File: src/rtl/core/neighbor_address_cache_top_macros.svh
// Assertion helpers for the top-level block, which checks itself.
`ifndef NEIGHBOR_ADDRESS_CACHE_TOP_MACROS_SVH
`define NEIGHBOR_ADDRESS_CACHE_TOP_MACROS_SVH

// Property checked at every edge outside reset.
`define NAC_ASSERT(lbl, prop, msg) \
  lbl: assert property (@(posedge clk) disable iff (rst) prop) else $error(msg);

// Condition in one cycle implies a condition in the next.
`define NAC_ASSERT_NEXT(lbl, pre, post, msg) \
  lbl: assert property (@(posedge clk) disable iff (rst) pre |=> post) else $error(msg);

`endif

File: src/rtl/core/nac_pkg.sv
package nac_pkg;

  // input command codes
  localparam logic [2:0] CMD_LOOKUP  = 3'd0;
  localparam logic [2:0] CMD_REFRESH = 3'd1;
  localparam logic [2:0] CMD_ENTER   = 3'd2;
  localparam logic [2:0] CMD_DELETE  = 3'd3;
  localparam logic [2:0] CMD_FLUSH   = 3'd4;

  // internal operation classes
  localparam logic [2:0] OP_LOOKUP  = 3'd0;
  localparam logic [2:0] OP_REFRESH = 3'd1;
  localparam logic [2:0] OP_ENTER   = 3'd2;
  localparam logic [2:0] OP_DELETE  = 3'd3;
  localparam logic [2:0] OP_FLUSH   = 3'd4;
  localparam logic [2:0] OP_IGNORE  = 3'd5;

  // result status codes
  localparam logic [3:0] ST_RESOLVED     = 4'd0;
  localparam logic [3:0] ST_STALE        = 4'd1;
  localparam logic [3:0] ST_PENDING_NEW  = 4'd2;
  localparam logic [3:0] ST_PENDING_OLD  = 4'd3;
  localparam logic [3:0] ST_UPDATED      = 4'd4;
  localparam logic [3:0] ST_ADDED        = 4'd5;
  localparam logic [3:0] ST_IGNORED      = 4'd6;
  localparam logic [3:0] ST_DELETED      = 4'd7;
  localparam logic [3:0] ST_DELETE_MISS  = 4'd8;
  localparam logic [3:0] ST_FLUSHED      = 4'd9;

  // entry state codes
  localparam logic [1:0] ES_UNUSED   = 2'd0;
  localparam logic [1:0] ES_RESOLVED = 2'd1;
  localparam logic [1:0] ES_WAITING  = 2'd2;

  localparam int unsigned STALE_RESET = 15 * 60 * 1000;

  typedef struct packed {
    logic [1:0]  status;
    logic [63:0] addr_high;
    logic [63:0] addr_low;
    logic [2:0]  media;
    logic [47:0] mac;
    logic [31:0] use_time;
    logic [31:0] confirm_time;
  } entry_t;

  typedef struct packed {
    logic [2:0]  op;
    logic [63:0] addr_high;
    logic [63:0] addr_low;
    logic [2:0]  media;
    logic [47:0] mac;
    logic [31:0] now;
  } req_t;

  typedef struct packed {
    logic init_done;
    logic idle;
  } back_stat_t;

endpackage

File: src/rtl/core/nac_queue.sv
module nac_queue (
  input  logic          clk,
  input  logic          rst,
  input  logic          push,
  input  nac_pkg::req_t push_req,
  input  logic          pop,
  output logic          q_valid,
  output logic          q_full,
  output logic [1:0]    q_count,
  output nac_pkg::req_t q_head
);

  nac_pkg::req_t slots [2];
  logic          wr_ptr;
  logic          rd_ptr;

  assign q_valid = q_count != 2'd0;
  assign q_full  = q_count == 2'd2;
  assign q_head  = slots[rd_ptr];

  always_ff @(posedge clk) begin
    if (push) begin
      slots[wr_ptr] <= push_req;
    end
  end

  always_ff @(posedge clk) begin
    if (rst) begin
      wr_ptr  <= 1'b0;
      rd_ptr  <= 1'b0;
      q_count <= 2'd0;
    end else begin
      if (push) begin
        wr_ptr <= !wr_ptr;
      end
      if (pop) begin
        rd_ptr <= !rd_ptr;
      end
      case ({push, pop})
        2'b10:   q_count <= q_count + 2'd1;
        2'b01:   q_count <= q_count - 2'd1;
        default: q_count <= q_count;
      endcase
    end
  end

endmodule

File: config.mk
export PLATFORM = sky130hd
export DESIGN_NAME = nac_queue
export DESIGN_NICKNAME = d
export VERILOG_FILES = /design/src/rtl/core/neighbor_address_cache_top_macros.svh /design/src/rtl/core/nac_pkg.sv /design/src/rtl/core/nac_queue.sv
export SDC_FILE = /design/constraint.sdc
export NUM_CORES = 1
export LEC_CHECK = 0
export ABC_AREA = 1
export CORE_AREA = 3 3 169 171
export DETAILED_ROUTE_END_ITERATION = 12
export DIE_AREA = 0 0 172 174
export DONT_BUFFER_PORTS = 1
export PLACE_DENSITY = 0.81
export SKIP_LAST_GASP = 1
export SLEW_MARGIN = 20
export SYNTH_ARGS = -nofsm -noshare
export SYNTH_HDL_FRONTEND = slang
export SYNTH_SLANG_ARGS = --single-unit
File: constraint.sdc
create_clock -name clk -period 28.7 [get_ports clk]
set_clock_uncertainty 0.2 [all_clocks]
set_input_delay 1.435 -clock clk [delete_from_list [all_inputs] [get_ports clk]]
set_output_delay 1.435 -clock clk [all_outputs]
set_load 0.01 [all_outputs]
# Word-level counts from Yosys, hierarchy flattened
# Memories as Yosys holds them, arrays and structs flattened. A register that Yosys moved wholly into a read port is not among the register bits.
# Cells that the tools add are included.
# word_totals
mem_count	1
ram_bits	428
regBits	4
out_inout_bits	218
inputBits	218
elab_cells	18
# op_classes
add_sub_neg	2
n_reduce_logical	4
n_eq_ne	3
mux	5
# memory_table
memory	depth	width	rd	rd_clocked_by_memory_dff	write_ports	line_no	rtl
slots	2	214	1	1	1	nac_queue.sv:13	nac_pkg::req_t slots [2];
# op_table
operator	count
== test 2 bit, second input constant	2
2-to-1 mux 1 bit	4
case mux 2 bit (2 select lines)	1
nonzero test 2 bit	2
adder 2 x 1 -> 2 bit, second input constant	1
== test 2 x 1 -> 1 bit, second input constant	1
zero test 1 bit	2
subtractor 2 x 1 -> 2 bit, second input constant	1

# Depth between registers and ports, before layout
# Gate-level depths: netlist of the first run.
# logic_depth
word_depth	3
depth_mapped	7
depth_no_buf	7

# Least setup slack after synthesis of the first run
# Ideal clock, no wire load.
# synth_path
path_type	input port to flip-flop
startpoint	in push
endpoint	mem slots[0][0] in the netlist's numbering (enable)
stages	2
arrival_ns	10.451
setup_slack_ns	17.251
path_buffers	0
required_time_ns	27.702
cell_sequence	inv_1 > nor2_1
# synth_via
elab_chain_len	2
# synth_rtl
element	line_no	rtl
start, declared	nac_queue.sv:4	input logic push,
2-to-1 mux 1 bit	nac_queue.sv:22	if (push) begin
2-to-1 mux 1 bit (implied by the code)	nac_queue.sv:23	slots[wr_ptr] <= push_req;
end, declared	nac_queue.sv:13	
# No other way between the ends.

==> impl_metrics.tcl, run 1 <==
set metrics [dict create \
    cp_max_fo 59 \
    hold_buffers 0 \
    ys.flop_type "edfxtp_1" \
    root_buffer "clkbuf_16" \
    comb_power_share_pct 8.0 \
    overflow 0 \
    first_pass_iters 5 \
    synth_top_area_share_pct 78.7 \
    seq_area_frac_synth_pct 79.3 \
    slew_headroom_pct 32.1 \
    syn_inst 699 \
    max_stage_delay_ps 880 \
    synthTopCellsByArea "edfxtp_1, mux2_4, mux2_2" \
    synth_cell_types 15 \
    start_util_pct 60.4 \
    yosys-top-cells-count "edfxtp_1, mux2_4, mux2_2" \
    worstMarginPinSlew_ps 1020 \
    ys_async_sr_fraction_pct 0 \
    grt_max_degree 130 \
    post_drt_wl_per_cell_um 28.7 \
    ys_warn_count 0 \
    grt_pass1_wl_um 44800 \
    dp_cells 1023 \
    path_clk_slew_ps 60 \
    num-nets-final 945 \
    cts_tree "yes" \
    antenna_left 0 \
    crit_chain "buf_4, buf_4, mux2_4" \
    clkPwrFrac_pct 38.7 \
    leakagePower_nw 6.26 \
    reg2reg_depth 3 \
    min_path_cells 2 \
    cts-resized-gates 0 \
    pwr-share-seq_pct 53.3 \
    cp.arrival_ps 3450 \
    critPathLaunchType "flip-flop" \
    num_io_pins 436 \
    cts_sinks 433 \
    synth-seq-cells 433 \
    coreArea_um2 27000 \
    drc 0 \
    endpoint_kind "output pin" \
    dp_hpwl_um 21400 \
    fin_cells 1097 \
    grt_antenna_before_repair 0 \
    vias 6474 \
    setup_viol 0 \
    syn_avg_cell_area_um2 23.4 \
    crit-reg2reg-launch "wr_ptr$_SDFFE_PP0P_" \
    hold_path.class "flip-flop to flip-flop" \
    slowest_stage "buf_4" \
    synth_top_cell_by_area "edfxtp_1" \
    crit_type "flip-flop to output pin" \
    switching_power_w 0.000289 \
    wl_um 31500 \
    hold_violations 0 \
    synth-edff-count 428 \
    std_cell_rows 60 \
    portBuffers 0 \
    p_sw_share_pct 20.6 \
    irDropWorstVdd_mv 0.0594 \
    cts_made_buffers 42 \
    grt_pass1_vias 7031 \
    period_share_pct 17.7 \
    final_layout_size_suffix_gt1_share_pct 37.8 \
    clkLatencyLatePin_ps 500 \
    post-route-util_pct 66.6 \
    p_int_w 0.00111 \
    max_freq_ghz 0.197 \
    setup_ws_ps 23610 \
    period_minus_slack_ps 5090 \
    drv_cap 0 \
    post-synth-top-count-cell "edfxtp_1" \
    rsz0062_at_grt "no" \
    post_cts_buffers 0 \
    status "complete, no violations" \
    syn_area_um2 16300 \
    h-tree-depth 2 \
    total_power_w 0.00140 \
    power_density_nw_per_um2 78.0 \
    worstReg2RegEnd "slots[0][189]$_DFFE_PP_" \
    dieArea_um2 29900 \
    cts_max_path_buffers 3 \
    multi_input_area_um2 3120 \
    path_common_cell "buf_4" \
    drtIter0Drc 457 \
    area_growth_pct 10.2 \
    finalMaxSlewViolations 0 \
    synthesis.nets 918 \
    cp-endpoint "q_head[89]" \
    tns_ps 0 \
    grt_util_all_layers_pct 20.2 \
    crit_required_ps 27070 \
    seq_area_um2 13000 \
    fill_cells 1635 \
    pre_cts_ws_ps 24070 \
    via_per_inst 5.90 \
    fp.dieH_um 174 \
    antenna_cells 0 \
    die_w_um 172 \
    rrSetupSlack_ps 25640 \
    gp_congestion 0.817 \
]
==> worst min-delay path by stage <==
stage	start	endpoint	slack, ps
floorplan	rd_ptr$_SDFFE_PP0P_	flip-flop	280
detailed placement	rd_ptr$_SDFFE_PP0P_	flip-flop	300
global route	rd_ptr$_SDFFE_PP0P_	flip-flop	390
global placement	rd_ptr$_SDFFE_PP0P_	rd_ptr$_SDFFE_PP0P_	300
CTS	rd_ptr$_SDFFE_PP0P_	flip-flop	330
finish	rd_ptr$_SDFFE_PP0P_	flip-flop	330
==> layout make-up <==
type,count,share of cell area (%)
clock buffers,51,6.39
clock inverters,23,1.36
inverters,7,0.188
multi-input cells,235,17.3
flip-flops and latches,433,72.0
well taps,341,2.37
repair buffers,7,0.334
==> per-layer routing <==
| metal | GRT usage, % | share of wire, % | vias up |
|---|---|---|---|
| met3 | 8.71 | 11 | 55 |
| met5 | 0 | 0 | - |
| met4 | 6.89 | 3.2 | 0 |
| li1 | - | - | 2814 |
| met2 | 37.4 | 54 | 348 |
| met1 | 19.9 | 31 | 3257 |
==> sequential cells by signal, indices dropped and copies added, names as in the netlist, named ones only <==
signal / cells
q_count: 2
rd_ptr: 1
slots: 428
wr_ptr: 1
==> stage by stage <==
stage                     area, um^2  hold WS, ps
final                          18000          329
after global routing           18000          385
after CTS                      18000          327
after detailed placement       16600          304
after global placement         16600          296
after floorplan                16300          280
==> cells by family (layout without fill, tap and decap cells) <==
logic type / count (synthesis) / after routing / synth area share, %
buffers and inverters: 31 / 88 / 1.62
and+or+nand+nor: 17 / 17 / 0.414
AOI/OAI and AO/OA: 2 / 2 / 0.0612
xor gates and xnor gates: 1 / 1 / 0.0537
muxes: 214 / 214 / 18.4
DFF: 433 / 433 / 79.3
adders and majority gates: 1 / 1 / 0.0766
==> power by group through the flow <==
stage / logic (W) / clock network [W] / registers [W]
floorplan: 0.000100 / 0 / 0.000761
global placement: 0.000112 / 0 / 0.000757
detailed placement: 0.000114 / 0 / 0.000760
CTS: 0.000115 / 0.000555 / 0.000747
global route: 0.000119 / 0.000582 / 0.000749
finish: 0.000113 / 0.000543 / 0.000747
==> worst max-delay path, delay by kind of cell (launching register included) <==
kind,cells,cell delay [ps]
flip-flops,1,810
multiplexers,1,390
buffers and inverters,2,1670
==> cells in the final DEF (no fill, tap or decap), types with 2 or more instances in the layout <==
cell type     n
buf_6         2
inv_1         6
mux2_4      160
buf_4         5
nand2_1       6
mux2_2       54
bufinv_16     5
clkinv_2      8
clkinvlp_4    2
edfxtp_1    428
clkbuf_1      6
dfxtp_1       4
nor2_1        8
clkbuf_16    45
clkinv_1      6
(Power assumes the default switching activity.)
==> run 2: changes to the inputs <==
--- a/config.mk
+++ b/config.mk
@@ -6,9 +6,9 @@
 export NUM_CORES = 1
 export LEC_CHECK = 0
 export ABC_AREA = 1
-export CORE_AREA = 3 3 169 171
+export CORE_AREA = 3 3 170 172
 export DETAILED_ROUTE_END_ITERATION = 12
-export DIE_AREA = 0 0 172 174
+export DIE_AREA = 0 0 173 175
 export DONT_BUFFER_PORTS = 1
 export PLACE_DENSITY = 0.81
 export SKIP_LAST_GASP = 1
==> constraint.sdc (replaced) <==
create_clock -name clk -period 5.2 [get_ports clk]
set_clock_uncertainty 0.2 [all_clocks]
set_input_delay 0.26 -clock clk [delete_from_list [all_inputs] [get_ports clk]]
set_output_delay 0.26 -clock clk [all_outputs]
set_load 0.01 [all_outputs]
==> run 2 against run 1 <==
  * Clock-buffer cell count rose by 2
  * Clock power rose to 5.4 times the previous value
  * Via count rose by 19%
  * Global-route usage rose by 3.9 points
  * Setup slack got worse by 21000 ps
  * Final area rose by 12%
  * Wire length rose by 20%
  * Worst hold slack got worse by 140 ps
  * Combinational power rose to 7.4 times the previous value
  * Power rose to 5.6 times the previous value
  * Critical endpoint is now q_head[2]
  * Largest cell class unchanged
==> impl_metrics.tcl, run 2 (synthesized netlist as in run 1, its figures left out) <==
set metrics [dict create \
    final_cell_mix "edfxtp_1, dlygate4sd3_1, mux2_4" \
    cts_sinks 433 \
    endpoint_kind "output pin" \
    num_io_pins 436 \
    dieArea_um2 30300 \
    fin_cells 1362 \
    slowest_stage "mux2_2" \
    start_util_pct 59.1 \
    die_w_um 173 \
    cts_max_path_buffers 3 \
    crit-reg2reg-launch "wr_ptr$_SDFFE_PP0P_" \
    rsz0062_at_grt "no" \
    drtIter0Drc 710 \
    irDropWorstVdd_mv 0.345 \
    num-nets-final 1163 \
    largest_reg_flops 428 \
    worstMarginPinSlew_ps 992 \
    period_minus_slack_ps 2570 \
    largest_register "slots" \
    grt_pass1_wl_um 54800 \
    first_pass_iters 5 \
    via_per_inst 5.67 \
    cp_max_fo 117 \
    hold_path.class "input port to flip-flop" \
    crit_type "flip-flop to output pin" \
    vias 7728 \
    grt_max_degree 118 \
    status "complete, no violations" \
    std_cell_rows 61 \
    root_buffer "clkbuf_16" \
    clkLatencyLatePin_ps 500 \
    power_density_nw_per_um2 389 \
    area_growth_pct 23.6 \
    overflow 0 \
    grt_pass1_vias 8275 \
    max_stage_delay_ps 480 \
    setup_viol 0 \
    portBuffers 0 \
    final_layout_size_suffix_gt1_share_pct 28.6 \
    slew_headroom_pct 33.9 \
    wl_um 37700 \
    grt_antenna_before_repair 6 \
    period_share_pct 49.4 \
    cp.arrival_ps 2110 \
    tns_ps 0 \
    post_drt_wl_per_cell_um 27.7 \
    dp_cells 1060 \
    finalMaxSlewViolations 0 \
    cts_tree "yes" \
    min-delay-start "push_req[20]" \
    post_cts_buffers 0 \
    critPathLaunchType "flip-flop" \
    dp_hpwl_um 21700 \
    coreArea_um2 27600 \
    final_common_cell "edfxtp_1" \
    reg_top3 "slots x428, q_count x2" \
    cts_made_buffers 42 \
    leakagePower_nw 7.13 \
    antenna_left 0 \
    gp_congestion 0.782 \
    crit_chain "buf_12, mux2_2" \
    max_freq_ghz 0.389 \
    grt_util_all_layers_pct 24.1 \
    fp.dieH_um 175 \
    drv_cap 0 \
    crit_required_ps 4740 \
    path_clk_slew_ps 60 \
    h-tree-depth 2 \
    drc 0 \
    hold_violations 0 \
]
==> run 2: layer usage <==
| layer | up-vias | track usage, % | share of wire [%] |
|---|---|---|---|
| met1 | 3950 | 27.2 | 34 |
| li1 | 3266 | - | - |
| met3 | 66 | 7.63 | 8.7 |
| met5 | - | 0 | 0 |
| met2 | 446 | 43.3 | 54 |
| met4 | 0 | 8.61 | 3.1 |
==> run 2: area by class of cell <==
cell class / instances / area (um^2)
Antenna cell: 7 / 17.5
Inverter: 7 / 30.0
Multi-Input combinational cell: 235 / 3120
Fill cell: 1511 / 7440
Clock inverter: 24 / 193
Timing Repair Buffer: 225 / 2280
Clock buffer: 53 / 1110
Sequential cell: 433 / 13000
Tap cell: 378 / 473
==> run 2: worst paths after layout <==
path,slack (ps),end,depth (start not counted)
setup / recovery,2630,q_head[2],2
hold / removal,190,slots[1][20]$_DFFE_PP_,1
setup reg to reg,2740,slots[1][46]$_DFFE_PP_,3
hold reg to reg,370,rd_ptr$_SDFFE_PP0P_,2
==> run 2: through the flow <==
stage	setup WS (ps)	hold WS, ps	utilization, %	power (W)	area [um^2]
finish	2630	187	73.1	0.00786	20200
global route	2600	178	73.1	0.00808	20200
detailed placement	2780	132	60.4	0.00483	16700
CTS	2690	167	73.0	0.00784	20200
global placement	2830	130	60.4	0.00480	16700
floorplan	986	132	-	0.00472	16300
==> run 2: timing repair <==
item	4_1_cts	5_1_grt
hold buffers	218	0
endpoints found under the hold margin	438	0
resized for setup	0	0
==> run 2: critical path, delay by kind of cell (launching register included) <==
family   cells  cell delay, ps
mux          1             480
flops        1             370
buf+inv      1             460
==> run 2: power breakdown <==
group | internal [W] | total, W | switching [W] | leakage (nW)
clock | 0.00167 | 0.00292 | 0.00125 | 0.631
sequential | 0.00405 | 0.00411 | 0.0000632 | 4.06
combinational | 0.000393 | 0.000833 | 0.000440 | 2.44
total | 0.00611 | 0.00786 | 0.00175 | 7.13
==> run 3: changes to the inputs <==
--- a/config.mk
+++ b/config.mk
@@ -5,10 +5,10 @@
 export SDC_FILE = /design/constraint.sdc
 export NUM_CORES = 1
 export LEC_CHECK = 0
-export ABC_AREA = 1
-export CORE_AREA = 3 3 170 172
+export ABC_AREA = 0
+export CORE_MARGIN = 3
+export CORE_UTILIZATION = 57
 export DETAILED_ROUTE_END_ITERATION = 12
-export DIE_AREA = 0 0 173 175
 export DONT_BUFFER_PORTS = 1
 export PLACE_DENSITY = 0.81
 export SKIP_LAST_GASP = 1
==> constraint.sdc (replaced) <==
create_clock -name clk -period 2.3 [get_ports clk]
set_clock_uncertainty 0.2 [all_clocks]
set_input_delay 0.115 -clock clk [delete_from_list [all_inputs] [get_ports clk]]
set_output_delay 0.115 -clock clk [all_outputs]
set_load 0.01 [all_outputs]
==> run 3 against run 2 <==
  * Clock-buffer cell count is 1 higher
  * Global-route usage is 1.7 points lower
  * Combinational power is 140% higher
  * Sequential power is 130% higher
  * Wire length is 6.7% lower
  * Largest power group unchanged
==> impl_metrics.tcl, run 3 <==
set metrics [dict create \
    setup_ws_ps 90.0 \
    crit-reg2reg-launch "wr_ptr$_SDFFE_PP0P_" \
    syn_inst 688 \
    rsz0062_at_grt "no" \
    cts_sinks 433 \
    endpoint_kind "output pin" \
    grt_pass1_vias 8091 \
    grt_util_all_layers_pct 22.4 \
    coreArea_um2 28000 \
    crit_type "flip-flop to output pin" \
    std_cell_rows 61 \
    synth-edff-count 428 \
    finalMaxSlewViolations 0 \
    worstMarginPinSlew_ps 551 \
    synth_top_cell_by_area "edfxtp_1" \
    crit_required_ps 1990 \
    synth_cell_types 17 \
    ys_warn_count 0 \
    hold_path.class "input port to flip-flop" \
    cp.arrival_ps 1900 \
    grt_pass1_wl_um 51700 \
    crit_chain "buf_4, mux2_2" \
    portBuffers 0 \
    largest_reg_flops 428 \
    slowest_stage "dfxtp_4" \
    leakagePower_nw 7.20 \
    syn_area_um2 16300 \
    post-synth-top-count-cell "edfxtp_1" \
    pre_cts_ws_ps 599 \
    fin_cells 1362 \
    slew_headroom_pct 63.3 \
    period_share_pct 96.1 \
    drc 0 \
    cts-resized-gates 0 \
    tns_ps 0 \
    ys_async_sr_fraction_pct 0 \
    largest_register "slots" \
    h-tree-depth 2 \
    seq_area_frac_synth_pct 79.4 \
    max_stage_delay_ps 600 \
    start_util_pct 58.2 \
    fp.dieH_um 175 \
    reg_top3 "slots x428, q_count x2" \
    vias 7527 \
    dp_cells 1062 \
    setup_viol 0 \
    clkLatencyLatePin_ps 520 \
    syn_avg_cell_area_um2 23.7 \
    ys.flop_type "edfxtp_1" \
    die_w_um 175 \
    gp_congestion 0.776 \
    num-nets-final 1165 \
    via_per_inst 5.53 \
    hold_violations 0 \
    overflow 0 \
    final_common_cell "edfxtp_1" \
    synth_top_area_share_pct 78.8 \
    final_layout_size_suffix_gt1_share_pct 30.1 \
    grt_max_degree 91 \
    status "complete, no violations" \
    drtIter0Drc 603 \
    grt_antenna_before_repair 7 \
    final_cell_mix "edfxtp_1, dlygate4sd3_1, mux2_4" \
    max_freq_ghz 0.452 \
    path_clk_slew_ps 60 \
    fill_cells 1483 \
    dp_hpwl_um 21300 \
    area_growth_pct 24.8 \
    min-delay-start "push_req[7]" \
    synth-seq-cells 433 \
    period_minus_slack_ps 2210 \
    num_io_pins 436 \
    irDropWorstVdd_mv 0.715 \
    cp_max_fo 19 \
    dieArea_um2 30700 \
    yosys-top-cells-count "edfxtp_1, mux2_4, mux2_2" \
    critPathLaunchType "flip-flop" \
    root_buffer "clkbuf_16" \
    synthTopCellsByArea "edfxtp_1, mux2_4, mux2_2" \
    total_power_w 0.0177 \
    post_drt_wl_per_cell_um 25.9 \
    drv_cap 0 \
    cts_tree "yes" \
    power_density_nw_per_um2 869 \
    synthesis.nets 907 \
    wl_um 35200 \
    cts_max_path_buffers 3 \
    cts_made_buffers 42 \
    first_pass_iters 4 \
    antenna_left 0 \
]
==> run 3: cell types whose count changed in the layout (fill, tap and decap cells not counted), sizes merged, moves of 2 or more <==
cell | before | now
nor2 | 9 | 5
bufinv | 3 | 0
inv | 7 | 3
xnor2 | 1 | 3
buf | 7 | 20
clkinvlp | 3 | 1
nand2 | 6 | 0
==> run 3: kinds of logic after synthesis <==
kind of cell               after synthesis  synth area share [%]
DFF                                    433                  79.4
muxes                                  214                  18.5
buffers and inverters                   25                  1.49
and+or+nand+nor                          9                 0.276
xor gates and xnor gates                 4                 0.215
AOI/OAI and AO/OA                        2                0.0613
adders and majority gates                1                0.0767
==> run 3: what timing repair did <==
action / CTS / global route
buffers inserted: 0 / 0
endpoints found under the setup margin: 0 / 0
hold buffers: 218 / 0
endpoints found under the hold margin: 482 / 0
==> run 3: power by group <==
group / switching, W / leakage, nW / internal [W]
sequential: 0.000168 / 4.06 / 0.00922
clock: 0.00273 / 0.619 / 0.00356
combinational: 0.00103 / 2.52 / 0.000974
==> run 3: metal layers <==
metal  wire length [um]  vias up  GRT usage, %
li1                   -     3274             -
met1              12300     3780          24.9
met2              19000      405          40.6
met3               2940       66          6.95
met4               1050        2          7.95
met5                 13        -             0
==> run 3: worst paths after layout <==
path / to / slack, ps / cells past startpoint
max reg2reg: slots[0][57]$_DFFE_PP_ / 660 / 3
min: slots[0][7]$_DFFE_PP_ / 50 / 1
min reg2reg: flip-flop / 360 / 2
max: q_head[36] / 90 / 2
==> run 3: cell type report <==
| cell class | instances | area [um^2] | share of cell area, % |
|---|---|---|---|
| clock inverter | 21 | 105 | 0.517 |
| multi-input combinational | 230 | 3120 | 15.3 |
| antenna | 7 | 17.5 | 0.0861 |
| timing repair buffer | 238 | 2510 | 12.3 |
| tap | 378 | 473 | 2.32 |
| inverter | 1 | 3.75 | 0.0184 |
| clock buffer | 54 | 1160 | 5.70 |
| sequential | 433 | 13000 | 63.7 |
==> run 3: metrics by stage <==
| step | hold slack (ps) | utilization, % | cell area, um^2 |
|---|---|---|---|
| finish | 47.6 | 72.6 | 20300 |
| global route | 34.4 | 72.6 | 20300 |
| detailed placement | -18.9 | 60.3 | 16900 |
| global placement | -20.7 | 60.3 | 16900 |
| floorplan | -20.0 | - | 16300 |
| CTS | 23.1 | 72.6 | 20300 |
==> run 3: critical path: cells and delay by family, from the launching register on <==
family,cells,cell delay (ps)
multiplexers,1,410
flip-flops,1,600
buffers and inverters,1,340
